<file path="src/hdl/fss_pkg.sv">
// Package with the constants and helper functions of the fuzzy subsequence scorer.
package fss_pkg;

  // Sizes of the query store and the text length counter.
  localparam int unsigned MAX_QUERY    = 32;
  localparam int unsigned MAX_TEXT_LEN = 4095;

  localparam int unsigned CHAR_W   = 8;
  localparam int unsigned QLEN_W   = 6;
  localparam int unsigned QPOS_W   = $clog2(MAX_QUERY + 1);
  localparam int unsigned QIDX_W   = 5;
  localparam int unsigned CHUNK_W  = 64;
  localparam int unsigned NCHUNKS  = 4;
  localparam int unsigned LEN_W    = $clog2(MAX_TEXT_LEN + 1);
  localparam int unsigned SCORE_W  = 10;
  localparam int unsigned CFG_IDX_W = 3;

  // Register indexes of the configuration port.
  typedef enum logic [CFG_IDX_W-1:0] {
    CFG_QUERY_LENGTH  = 3'd0,
    CFG_QUERY_CHARS_0 = 3'd1,
    CFG_QUERY_CHARS_1 = 3'd2,
    CFG_QUERY_CHARS_2 = 3'd3,
    CFG_QUERY_CHARS_3 = 3'd4
  } cfg_index_e;

  // Score contributions.
  localparam logic [SCORE_W-1:0] GAIN_MATCH    = SCORE_W'(10);
  localparam logic [SCORE_W-1:0] GAIN_ADJACENT = SCORE_W'(5);
  localparam logic [SCORE_W-1:0] GAIN_BOUNDARY = SCORE_W'(3);
  localparam logic [SCORE_W-1:0] GAIN_BASENAME = SCORE_W'(20);
  localparam logic [SCORE_W-1:0] SCORE_FLOOR   = SCORE_W'(1);
  localparam int unsigned        LEN_SHIFT     = 3;

  // Characters with a meaning of their own.
  localparam logic [CHAR_W-1:0] CH_SLASH      = 8'h2F;
  localparam logic [CHAR_W-1:0] CH_UNDERSCORE = 8'h5F;
  localparam logic [CHAR_W-1:0] CH_DASH       = 8'h2D;
  localparam logic [CHAR_W-1:0] CH_DOT        = 8'h2E;
  localparam logic [CHAR_W-1:0] CH_UPPER_A    = 8'h41;
  localparam logic [CHAR_W-1:0] CH_UPPER_Z    = 8'h5A;
  localparam logic [CHAR_W-1:0] CASE_OFFSET   = 8'h20;

  // Folds an ASCII capital letter to lower case.
  function automatic logic [CHAR_W-1:0] fold_case(input logic [CHAR_W-1:0] c);
    logic [CHAR_W-1:0] r;
    r = c;
    if (c inside {[CH_UPPER_A:CH_UPPER_Z]}) begin
      r = c + CASE_OFFSET;
    end
    return r;
  endfunction

endpackage

</file>
<file path="src/hdl/fuzzy_subsequence_scorer.sv">
// Top level of the fuzzy subsequence scorer: query store, per-text state and result register.
//
//  Channel  | Signals                                   | Direction
//  ---------+-------------------------------------------+----------
//  cfg      | cfg_valid_i, cfg_ready_o, cfg_index_i,     | in
//           | cfg_data_i                                |
//  text     | in_valid_i, in_ready_o, text_char_i,       | in
//           | text_last_i                               |
//  result   | out_valid_o, out_ready_i, score_o,         | out
//           | matched_o                                 |
//
// One text character is taken every cycle while in_ready_o is high; the running match state updates in the same cycle.
// The score appears in the result register in the cycle after the transfer of the last character.
// The text input stalls only while a result waits and out_ready_i is low.
// The reset clears the query and the per-text state; no clearing pass.
module fuzzy_subsequence_scorer (
  input  logic                         clk_i,
  input  logic                         rst_ni,
  input  logic                         cfg_valid_i,
  output logic                         cfg_ready_o,
  input  logic [fss_pkg::CFG_IDX_W-1:0] cfg_index_i,
  input  logic [fss_pkg::CHUNK_W-1:0]  cfg_data_i,
  input  logic                         in_valid_i,
  output logic                         in_ready_o,
  input  logic [fss_pkg::CHAR_W-1:0]   text_char_i,
  input  logic                         text_last_i,
  output logic                         out_valid_o,
  input  logic                         out_ready_i,
  output logic [fss_pkg::SCORE_W-1:0]  score_o,
  output logic                         matched_o
);
  import fss_pkg::*;

  localparam int unsigned SUB_W = (LEN_W > SCORE_W) ? LEN_W : SCORE_W;

  // Configuration registers.
  logic [QLEN_W-1:0]               qlen_cfg_q;
  logic [NCHUNKS-1:0][CHUNK_W-1:0] qchars_q;

  // Per-text state.
  logic [QPOS_W-1:0]  qpos_q, qpos_d;
  logic [QPOS_W-1:0]  bpos_q, bpos_d;
  logic               prev_match_q, prev_match_d;
  logic               prev_bound_q, prev_bound_d;
  logic [SCORE_W-1:0] accum_q, accum_d;
  logic [LEN_W-1:0]   len_q, len_d;
  logic               slash_q, slash_d;

  // Result register.
  logic               out_valid_q;
  logic [SCORE_W-1:0] score_q, score_d;
  logic               matched_q, matched_d;

  logic               in_xfer;
  logic [QPOS_W-1:0]  qlen;
  logic [CHAR_W-1:0]  c_fold;
  logic [CHAR_W-1:0]  q_char;
  logic [CHAR_W-1:0]  b_char;
  logic               hit;
  logic               is_slash;
  logic [SCORE_W-1:0] gain;
  logic [SUB_W-1:0]   accum_ext;
  logic [SUB_W-1:0]   len_div_ext;
  logic [SCORE_W-1:0] base_score;

  assign cfg_ready_o = 1'b1;
  assign in_ready_o  = !out_valid_q || out_ready_i;
  assign in_xfer     = in_valid_i && in_ready_o;

  // Configuration writes; indexes beyond the list are dropped.
  always_ff @(posedge clk_i or negedge rst_ni) begin
    if (!rst_ni) begin
      qlen_cfg_q <= '0;
      qchars_q   <= '0;
    end else if (cfg_valid_i) begin
      case (cfg_index_i)
        CFG_QUERY_LENGTH:  qlen_cfg_q  <= cfg_data_i[QLEN_W-1:0];
        CFG_QUERY_CHARS_0: qchars_q[0] <= cfg_data_i;
        CFG_QUERY_CHARS_1: qchars_q[1] <= cfg_data_i;
        CFG_QUERY_CHARS_2: qchars_q[2] <= cfg_data_i;
        CFG_QUERY_CHARS_3: qchars_q[3] <= cfg_data_i;
        default: ;
      endcase
    end
  end

  // Effective query length, limited to the size of the query store.
  always_comb begin
    if (32'(qlen_cfg_q) > MAX_QUERY) begin
      qlen = QPOS_W'(MAX_QUERY);
    end else begin
      qlen = QPOS_W'(qlen_cfg_q);
    end
  end

  // Query characters at the two match pointers; positions wrap at the store size.
  assign q_char = fold_case(qchars_q[qpos_q[QIDX_W-1:3]][{qpos_q[2:0], 3'b000} +: CHAR_W]);
  assign b_char = fold_case(qchars_q[bpos_q[QIDX_W-1:3]][{bpos_q[2:0], 3'b000} +: CHAR_W]);
  assign c_fold = fold_case(text_char_i);

  // Next per-text state for the character under transfer.
  always_comb begin
    is_slash = (text_char_i == CH_SLASH);
    hit      = (qpos_q < qlen) && (c_fold == q_char);

    gain = GAIN_MATCH;
    if (prev_match_q) begin
      gain = gain + GAIN_ADJACENT;
    end
    if (prev_bound_q) begin
      gain = gain + GAIN_BOUNDARY;
    end

    accum_d = accum_q;
    qpos_d  = qpos_q;
    if (hit) begin
      accum_d = accum_q + gain;
      qpos_d  = qpos_q + QPOS_W'(1);
    end

    bpos_d  = bpos_q;
    slash_d = slash_q;
    if (is_slash) begin
      slash_d = 1'b1;
      bpos_d  = '0;
    end else if ((bpos_q < qlen) && (c_fold == b_char)) begin
      bpos_d = bpos_q + QPOS_W'(1);
    end

    prev_match_d = hit;
    prev_bound_d = (text_char_i inside {CH_SLASH, CH_UNDERSCORE, CH_DASH, CH_DOT});

    len_d = len_q;
    if (32'(len_q) < MAX_TEXT_LEN) begin
      len_d = len_q + LEN_W'(1);
    end
  end

  // Final score from the updated state, used only on the last character.
  always_comb begin
    accum_ext   = SUB_W'(accum_d);
    len_div_ext = SUB_W'(len_d >> LEN_SHIFT);
    if (accum_ext > len_div_ext) begin
      base_score = SCORE_W'(accum_ext - len_div_ext);
    end else begin
      base_score = SCORE_FLOOR;
    end

    matched_d = (qpos_d >= qlen);
    score_d   = '0;
    if (matched_d) begin
      score_d = base_score;
      if (slash_d && (bpos_d >= qlen)) begin
        score_d = base_score + GAIN_BASENAME;
      end
    end
  end

  // Per-text state register; it returns to the start-of-text values after the last character.
  always_ff @(posedge clk_i or negedge rst_ni) begin
    if (!rst_ni) begin
      qpos_q       <= '0;
      bpos_q       <= '0;
      prev_match_q <= 1'b0;
      prev_bound_q <= 1'b1;
      accum_q      <= '0;
      len_q        <= '0;
      slash_q      <= 1'b0;
    end else if (in_xfer) begin
      if (text_last_i) begin
        qpos_q       <= '0;
        bpos_q       <= '0;
        prev_match_q <= 1'b0;
        prev_bound_q <= 1'b1;
        accum_q      <= '0;
        len_q        <= '0;
        slash_q      <= 1'b0;
      end else begin
        qpos_q       <= qpos_d;
        bpos_q       <= bpos_d;
        prev_match_q <= prev_match_d;
        prev_bound_q <= prev_bound_d;
        accum_q      <= accum_d;
        len_q        <= len_d;
        slash_q      <= slash_d;
      end
    end
  end

  // Result valid flag.
  always_ff @(posedge clk_i or negedge rst_ni) begin
    if (!rst_ni) begin
      out_valid_q <= 1'b0;
    end else if (in_xfer && text_last_i) begin
      out_valid_q <= 1'b1;
    end else if (out_ready_i) begin
      out_valid_q <= 1'b0;
    end
  end

  // Result payload.
  always_ff @(posedge clk_i) begin
    if (in_xfer && text_last_i) begin
      score_q   <= score_d;
      matched_q <= matched_d;
    end
  end

  assign out_valid_o = out_valid_q;
  assign score_o     = score_q;
  assign matched_o   = matched_q;

endmodule
</file>
<file path="config.mk">
export PLATFORM = sky130hd
export DESIGN_NAME = fuzzy_subsequence_scorer
export DESIGN_NICKNAME = d
export VERILOG_FILES = /design/src/hdl/fss_pkg.sv /design/src/hdl/fuzzy_subsequence_scorer.sv
export SDC_FILE = /design/constraint.sdc
export NUM_CORES = 1
export LEC_CHECK = 0
export BUFFER_PORTS_ARGS = -buffer_cell sky130_fd_sc_hd__buf_4
export CAP_MARGIN = 5
export CORE_UTILIZATION = 45
export CTS_BUF_LIST = sky130_fd_sc_hd__clkbuf_16
export DETAILED_ROUTE_END_ITERATION = 8
export PLACE_DENSITY_LB_ADDON = 0.05
export SLEW_MARGIN = 20
export SYNTH_ARGS = -nofsm -noshare
export SYNTH_HDL_FRONTEND = slang
export SYNTH_SLANG_ARGS = --single-unit
</file>
<file path="constraint.sdc">
create_clock -name clk_i -period 7.95 [get_ports clk_i]
set_input_delay 1.1925 -clock clk_i [delete_from_list [all_inputs] [get_ports clk_i]]
set_output_delay 1.1925 -clock clk_i [all_outputs]
set_load 0.05 [all_outputs]
</file>
==> impl_metrics.ini <==
[outcome]
status = finished clean

[logic_synthesis]
synth_top_family_by_area = multiplexers
syn_inst = 1375
synthSimpleGateAreaFrac = 0.05965
yosysTopAreaCell = dfrtp_1
synth_top_area_frac = 0.4119
synthDistinctLibCells = 67
synthFlopType = dfrtp_1
synth_seq_cells = 311
synth.cell_area_um2 = 18160
synthMuxAreaShare = 0.3581
seq_area_frac_synth = 0.4316
synth_edf_count = 11
synthTopCellsByArea = dfrtp_1, mux2_2, mux4_2, mux2i_1, ha_1
synthAdderAreaFrac = 0.03320
yosysWarnings = 0
synth_compound_area_frac = 0.06179
synth_nets = 1503
async_reset_ff_frac = 0.9646
post_synth_xor_area_fraction = 0.02549
synth.avg_cell_area_um2 = 13.21

[layout]
layout_commonest_cell = dfrtp_1
syn2layout_area_growth_pct = 13.21
drive_gt1_frac = 0.3889
num-nets-final = 1575
multi_input_area_um2 = 9814
fillers = 3488
final_util = 0.5175
regArea_um2 = 7854
layout.cells.most_common_list = dfrtp_1, mux2_2, buf_4
antenna-diode-count = 0
design_area_um2 = 20560

[routing]
drtIter0Drc = 683
drt_first_pass_iters = 5
wire_per_inst_um = 23.77
drc = 0
routed_wl_um = 47560
vias_per_cell = 5.913
postRouteAntennaNets = 0
num_vias = 11830

[power_and_ir_drop]
peakVddDrop_v = 0.0001664
p_int_w = 0.003435
seqPwrFrac = 0.450
leakagePower_nw = 8.191
clockPowerShare = 0.354
combinationalPowerShare = 0.196
p_switching_w = 0.001316
swShare = 0.2770
power.density_nw_per_um2 = 231.0

[flow_run]
cap_viol_max_count = 0

[placed_design]
numPortBuffers = 93
dp.final_hpwl_um = 32000
placed_area_um2 = 19350
gp_congestion = 0.8185
dp_slack_ns = 0.7437

[grt]
grt_pass1_vias = 12320
antenna_found_initial = 0
grt_pass1_wl_um = 75150
grt_max_degree = 108
track_usage = 0.2404
gr-total-overflow = 0

[setup_path]
critPathKind = flop to flop
end_kind = flop
critPathRequiredTime_ns = 8.21
cp.depth = 27
crit_fanout = 48
crit-reg2reg-launch = qpos_q[0]$_DFFE_PN0P_
r2r_cells = 27
cp_num_buf_inv = 0
r2r-end = score_o[8]$_SDFFCE_PP0P_
arrival_ns = 7.57
cpPeakStageDelay_ns = 0.92
worstSetupEndpoint = score_o[8]$_SDFFCE_PP0P_
reg2reg_slack_ns = 0.65
cp-startpoint = qpos_q[0]$_DFFE_PN0P_
critPathTopFamily = simple AND/OR/NAND/NOR gates
slowest_stage = dfrtp_4
critPathLaunchType = flop

[floorplanning]
die_h_um = 202.9
die_w_um = 202.9
pin_count = 95
core_um2 = 39730
die-area_um2 = 41170
start_util = 0.4572
rows = 73

[sta]
rsz0062_at_grt = no
tightest_slew_ns = 0.9787
relSlewSlack = 0.3415
finalHoldViolations = 0
max_freq_mhz = 136.9
fin_ws_ns = 0.6470
period_share = 0.9186
finalMaxSlewViolations = 0
tns_ns = 0
period_minus_slack_ns = 7.303
setup_violations = 0
skew_ns = 0.02302

[clocking]
numCtsBuffers = 38
clock_sinks = 311
htreeDepth = 2
cts_tree = yes
clk_latency_ns = 0.56
cts_root_buf = clkbuf_16
cts_max_path_buffers = 3
clk_pin_slew_ns = 0.05

[hold_path]
hold_class = flop to flop
-- metal layers --
layer / wire length (um) / vias to the layer above / GRT usage
met2: 22350 / 208 / 0.3756
met5: 0 / - / 0
met4: 1010 / 0 / 0.07116
met1: 22430 / 6196 / 0.3461
li1: - / 5369 / -
met3: 1769 / 58 / 0.03692
-- state kept, by name, indices dropped and copies added (netlist names) --
register,flops
prev_bound_q,1
qchars_q,256
slash_q,1
prev_match_q,1
score_o,10
accum_q,10
matched_o,1
qpos_q,6
out_valid_o,1
len_q,12
qlen_cfg_q,6
bpos_q,6
-- metrics by stage --
step / power [W] / std cells / hold slack [ns]
2_1_floorplan: 0.002777 / 1375 / 0.4632
3_3_place_gp: 0.003077 / 1932 / 0.4813
3_5_place_dp: 0.003100 / 1932 / 0.4963
4_1_cts: 0.004808 / 2001 / 0.5100
5_1_grt: 0.004993 / 2001 / 0.5302
6_report: 0.004750 / 2001 / 0.5028
-- power by group through the flow --
stage | Sequential [W] | Clock, W | Combinational, W
2_1_floorplan | 0.00207 | 0 | 0.000705
3_3_place_gp | 0.00215 | 0 | 0.000923
3_5_place_dp | 0.00216 | 0 | 0.000940
4_1_cts | 0.00213 | 0.00173 | 0.000944
5_1_grt | 0.00218 | 0.00179 | 0.00102
6_report | 0.00214 | 0.00168 | 0.000933
-- worst min-delay path by stage --
stage | slack (ns) | start | endpoint | cells past startpoint
final | 0.50 | slash_q$_DFFE_PN0P_ | slash_q$_DFFE_PN0P_ | 2
after floorplan | 0.46 | slash_q$_DFFE_PN0P_ | slash_q$_DFFE_PN0P_ | 2
after detailed placement | 0.50 | slash_q$_DFFE_PN0P_ | slash_q$_DFFE_PN0P_ | 2
after global placement | 0.48 | slash_q$_DFFE_PN0P_ | slash_q$_DFFE_PN0P_ | 2
after CTS | 0.51 | slash_q$_DFFE_PN0P_ | slash_q$_DFFE_PN0P_ | 2
after global routing | 0.53 | qlen_cfg_q[0]$_DFFE_PN0P_ | qlen_cfg_q[0]$_DFFE_PN0P_ | 1
-- cell families after synthesis --
family / count (synthesis)
compound gates: 174
xor+xnor: 52
fa+ha+maj: 47
buf+inv: 112
flops: 311
mux: 465
other cells: 1
simple gates: 213
-- timing repair --
item                       4_1_cts  5_1_grt
setup buffers                    0        0
setup endpoints to repair        0        1
resized for setup                0        1
hold buffers                     0        0
-- cell type report --
type,count,area share
well taps,525,0.03195
flip-flops and latches,311,0.3820
repair buffers,121,0.04594
inverters,23,0.004199
multi-input cells,952,0.4773
clock buffers,39,0.04746
clock inverters,30,0.01120
-- cell usage after synthesis (all sizes together), types with 4 or more instances --
library cell and instances:
dfrtp 299, mux2 267, mux4 117, mux2i 81, nand2 56, clkbuf 53
ha 45, nor2 45, o21ai 45, a21oi 40, buf 36, a22oi 32
xnor2 32, inv 23, nor2b 21, xor2 20, nand2b 19, nand3 17
nor3 15, a21o 12, edfxtp 11, a22o 8, and2 8, nand4 8
nor4 7, o31ai 7, a211oi 5, and3 5, o21a 4
-- worst min-delay path: stages (launching register included) --
cell and delay [ns]:
dfrtp_1 0.34, a21oi_1 0.05, nor2_1 0.07
No activity file was read; power rests on OpenSTA's default activity.
